**config.mk**
```make
export PLATFORM = sky130hd
export DESIGN_NAME = wmad_result_fifo
export DESIGN_NICKNAME = d
export VERILOG_FILES = /design/src/wmad_pkg.sv /design/src/wmad_result_fifo.sv
export SDC_FILE = /design/constraint.sdc
export NUM_CORES = 1
export LEC_CHECK = 0
export ABC_AREA = 1
export BUFFER_PORTS_ARGS = -buffer_cell sky130_fd_sc_hd__buf_2
export CORE_MARGIN = 2
export CORE_UTILIZATION = 45
export CTS_CLUSTER_DIAMETER = 50
export CTS_CLUSTER_SIZE = 24
export DETAILED_ROUTE_END_ITERATION = 6
export PLACE_DENSITY = 0.63
export SETUP_SLACK_MARGIN = 0.05
export SYNTH_ARGS = -nofsm -noshare
export SYNTH_HDL_FRONTEND = slang
export SYNTH_SLANG_ARGS = --single-unit
```
**constraint.sdc**
```tcl
create_clock -name clk_i -period 5.7 [get_ports clk_i]
set_input_delay 1.14 -clock clk_i [delete_from_list [all_inputs] [get_ports clk_i]]
set_output_delay 1.14 -clock clk_i [all_outputs]
set_load 0.01 [all_outputs]
```
**src/wmad_pkg.sv**
```systemverilog
// ---------------------------------------------------------------------------
// wmad_pkg
// shared constants, codes and transaction types of the window minimum
// absolute difference unit
// ---------------------------------------------------------------------------
`default_nettype none

package wmad_pkg;

  // defaults of the top-level parameters
  localparam int MAX_WIDTH_DEF   = 1024;
  localparam int SAMPLE_BITS_DEF = 32;
  localparam int RADIUS_DEF      = 3;

  // fixed field widths
  localparam int IN_BITS       = 32;
  localparam int DIFF_BITS     = 32;
  localparam int ROW_BITS      = 12;
  localparam int COL_BITS      = 10;
  localparam int CFG_W_BITS    = 11;
  localparam int CFG_H_BITS    = 13;
  localparam int CFG_IDX_BITS  = 1;
  localparam int CFG_DATA_BITS = 13;
  localparam int OUT_DATA_BITS = 56;
  localparam int OUT_PAD_BITS  = OUT_DATA_BITS - (DIFF_BITS + 1 + ROW_BITS + COL_BITS);

  localparam int MAX_HEIGHT = 4096;

  localparam logic [CFG_W_BITS-1:0] WIDTH_RESET  = 11'd640;
  localparam logic [CFG_H_BITS-1:0] HEIGHT_RESET = 13'd480;

  // result queue and compare tree sizing
  localparam int RES_FIFO_DEPTH = 8;
  localparam int TREE_LEAVES    = 64;

  typedef enum logic {
    CMD_PIXEL = 1'b0,
    CMD_FLUSH = 1'b1
  } cmd_e;

  typedef enum logic [CFG_IDX_BITS-1:0] {
    REG_FRAME_WIDTH  = 1'b0,
    REG_FRAME_HEIGHT = 1'b1
  } reg_idx_e;

  // per-item side information travelling with the window data
  typedef struct packed {
    logic                emit;
    logic [ROW_BITS-1:0] row;
    logic [COL_BITS-1:0] col;
    logic                last;
  } meta_t;

  typedef struct packed {
    logic [DIFF_BITS-1:0] min_diff;
    logic                 none_found;
    logic [ROW_BITS-1:0]  row;
    logic [COL_BITS-1:0]  col;
    logic                 last;
  } res_t;

endpackage

`default_nettype wire

```
**src/wmad_result_fifo.sv**
```systemverilog
// ---------------------------------------------------------------------------
// wmad_result_fifo
// small result queue between the compare pipeline and the output stream
// ---------------------------------------------------------------------------
`default_nettype none

module wmad_result_fifo import wmad_pkg::*; #(
  parameter int DEPTH = RES_FIFO_DEPTH,
  localparam int PW   = $clog2(DEPTH),
  localparam int CW   = $clog2(DEPTH + 1)
) (
  input  logic          clk_i,
  input  logic          rst_ni,
  input  logic          push_i,
  input  res_t          data_i,
  input  logic          pop_i,
  output logic          valid_o,
  output res_t          data_o,
  output logic [CW-1:0] count_o
);

  res_t          buf_q [DEPTH];
  logic [PW-1:0] wr_ptr_q, rd_ptr_q;
  logic [CW-1:0] count_q;

  always_ff @(posedge clk_i) begin
    if (push_i) begin
      buf_q[wr_ptr_q] <= data_i;
    end
  end

  always_ff @(posedge clk_i or negedge rst_ni) begin
    if (!rst_ni) begin
      wr_ptr_q <= '0;
      rd_ptr_q <= '0;
      count_q  <= '0;
    end else begin
      if (push_i) begin
        wr_ptr_q <= (wr_ptr_q == PW'(DEPTH - 1)) ? '0 : wr_ptr_q + PW'(1);
      end
      if (pop_i) begin
        rd_ptr_q <= (rd_ptr_q == PW'(DEPTH - 1)) ? '0 : rd_ptr_q + PW'(1);
      end
      if (push_i && !pop_i) begin
        count_q <= count_q + CW'(1);
      end else if (pop_i && !push_i) begin
        count_q <= count_q - CW'(1);
      end
    end
  end

  assign valid_o = (count_q != '0);
  assign data_o  = buf_q[rd_ptr_q];
  assign count_o = count_q;

endmodule

`default_nettype wire

```
==> impl_metrics.tcl <==
set metrics [dict create \
    status "complete, no violations" \
    drive_gt1_share_pct 10.68 \
    r2r_cells 4 \
    post-route-period-util_pct 74.45 \
    io_buffer_count 120 \
    synth_area_per_cell_sq_um 9.856 \
    place_congestion 0.7503 \
    grt_max_degree 138 \
    vdd_drop_max_v 0.0003492 \
    async_flop_share_pct 2.183 \
    synthCells 2014 \
    synth_top_area_cell "edfxtp_1" \
    antenna_found_initial 2 \
    clkTransAtPathRegs_ps 80 \
    hold_viol 0 \
    final-seq-area_sq_um 13710 \
    cts_buffers 41 \
    multi_input_area_sq_um 4795 \
    crit_type "register to output port" \
    cp_top_family "buffers and inverters" \
    clock-sinks 458 \
    area_growth_pct 12.83 \
    synth_area_leaders "edfxtp_1 68%, nand2_1 14%, nor2_1 8.7%" \
    wl_per_cell_um 15.45 \
    drtPass1Iterations 5 \
    dp_hpwl_um 24030 \
    start_util_pct 45.88 \
    worstPathRequired_ps 4560 \
    rrSetupSlack_ps 3150 \
    power.density_nw_per_um2 472.8 \
    cts_resized 0 \
    slew_viol_final 0 \
    crit_path_start_kind "register" \
    postCtsSetupBuffers 0 \
    finalWirelength_um 42220 \
    ant_nets 0 \
    switching_share_pct 36.09 \
    io_pins 121 \
    seq_power_share_pct 40.8 \
    slowest_delay_ps 760 \
    first_global_vias 12240 \
    htree_levels 2 \
    synth_edf_count 448 \
    grt-ovfl-total 0 \
    cts-hold-fix-buffers 0 \
    fillers 3866 \
    final_cell_mix "750 x nand2_1, 451 x nor2_1, 448 x edfxtp_1, 234 x inv_1, 120 x buf_2" \
    hold_class "input port to asynchronous set/reset pin" \
    fp.dieW_um 214.0 \
    r2r_end "buf_q[4][2]" \
    intPower_mw 6.767 \
    crit_chain "inv_4, buf_4, nor2_1, nand2_1, nand2_1, nand2_1, nand2_1, buf_2" \
    fmax_ghz 0.2356 \
    die_area_sq_um 45800 \
    regToRegStartpoint "wr_ptr_q[0]" \
    syn_nets 2082 \
    setup_violations 0 \
    max_cap_viol_count 0 \
    ys_ff_latch 458 \
    root_buffer "clkbuf_16" \
    die_h_um 214.0 \
    ys_seq_area_share_pct 69.04 \
    synth_area_sq_um 19850 \
    fin_setup_tns_ps 0 \
    cts_tree "built" \
    viasPerCell 4.646 \
    clkLatencyLatePin_ps 570 \
    crit_top_cell "nand2_1" \
    grt_pass1_wl_um 67220 \
    synth_top_area_share_pct 67.78 \
    min_period_ps 4244 \
    std_cell_rows 76 \
    worstMarginPinSlew_ps 1181 \
    drc 0 \
    synthFlopType "edfxtp_1" \
    yosysWarnings 0 \
    p_sw_mw 3.821 \
    core-area_sq_um 43270 \
    drtIter0Drc 983 \
    synth_cell_types 18 \
    fin_nets 2180 \
    track_usage_pct 18.63 \
    skew_ps 18.68 \
    layout_commonest_cell "nand2_1" \
    combPwrFrac_pct 30.9 \
    crit_arrival_ps 3100 \
    power.leakage_nw 9.754 \
    rsz0062_at_grt "false" \
    path_buf_inv 3 \
    crit_path_top_delay_cell "dfrtp_4" \
    clock_path_buffers 3 \
    crit_fanout 67 \
    clkPwrFrac_pct 28.2 \
    slew_headroom_pct 21.11 \
    end_kind "output port" \
    vias 12690 \
    post-route-util_pct 51.76 \
]
[sequential cells by signal, summed over array words and instances, names as in the netlist]
signal / cells
buf_q: 448
wr_ptr_q: 3
count_o: 4
rd_ptr_q: 3
[power groups by stage]
stage / clock [mW] / combinational (mW) / sequential [mW]
final: 2.99 / 3.27 / 4.33
after global routing: 3.19 / 3.74 / 4.37
after CTS: 3.05 / 3.34 / 4.33
after detailed placement: 0 / 3.33 / 4.40
after global placement: 0 / 3.28 / 4.39
after floorplan: 0 / 2.35 / 4.30
[cells by family (layout without fill, tap and decap cells)]
group / after synthesis / after routing / synth area share [%]
AOI/OAI and AO/OA: 8 / 8 / 0.2017
xor gates and xnor gates: 2 / 2 / 0.08827
adders and majority gates: 8 / 8 / 0.5421
buffers and inverters: 323 / 454 / 7.110
DFF: 458 / 458 / 69.04
other: 0 / 2 / 0
and+or+nand+nor: 1215 / 1215 / 23.02
[layer usage]
layer  part of all wire, %  vias to the layer above  track usage (%)
li1                      -                     6457                -
met1                    45                     5895            25.34
met2                    48                      276            30.83
met3                   5.5                       62            3.050
met4                   2.0                        4            5.734
met5                 0.064                        -                0
[area by class of cell]
type | instances | area share (%)
Clock buffer | 42 | 4.598
Sequential cell | 458 | 61.22
Clock inverter | 34 | 1.927
Inverter | 236 | 3.966
Tap cell | 585 | 3.268
Multi-Input combinational cell | 1233 | 21.41
Antenna cell | 2 | 0.02235
Timing Repair Buffer | 142 | 3.587
[Yosys cell counts (5+ instances only)]
cell and instances:
o21ai_0 6, nand2_1 750, nand3_1 5, buf_2 48, ha_1 7, dfrtp_1 10, clkbuf_1 9, buf_1 6
buf_6 13, buf_4 11, inv_1 235, nor2_1 459, edfxtp_1 448
[worst max path at each step]
| stage | depth (start not counted) | startpoint | endpoint |
|---|---|---|---|
| after floorplan | 2 | push_i | buf_q[1][0] |
| after global placement | 4 | push_i | buf_q[5][2] |
| after detailed placement | 8 | rd_ptr_q[1] | data_o[21] |
| after CTS | 8 | rd_ptr_q[1] | data_o[21] |
| after global routing | 8 | rd_ptr_q[1] | data_o[21] |
| final | 8 | rd_ptr_q[1] | data_o[21] |
[stage by stage]
stage	setup WS (ps)	hold slack, ps	cells	instance area [sq um]	power (mW)
after global placement	2006	533.1	2653	20910	7.676
after floorplan	1633	553.6	2014	19850	6.652
final	1456	423.6	2732	22400	10.59
after detailed placement	2024	549.3	2654	20930	7.730
after global routing	1275	407.5	2730	22390	11.29
after CTS	1399	398.5	2730	22390	10.72
Note: power is estimated with default switching activity, not from simulation.
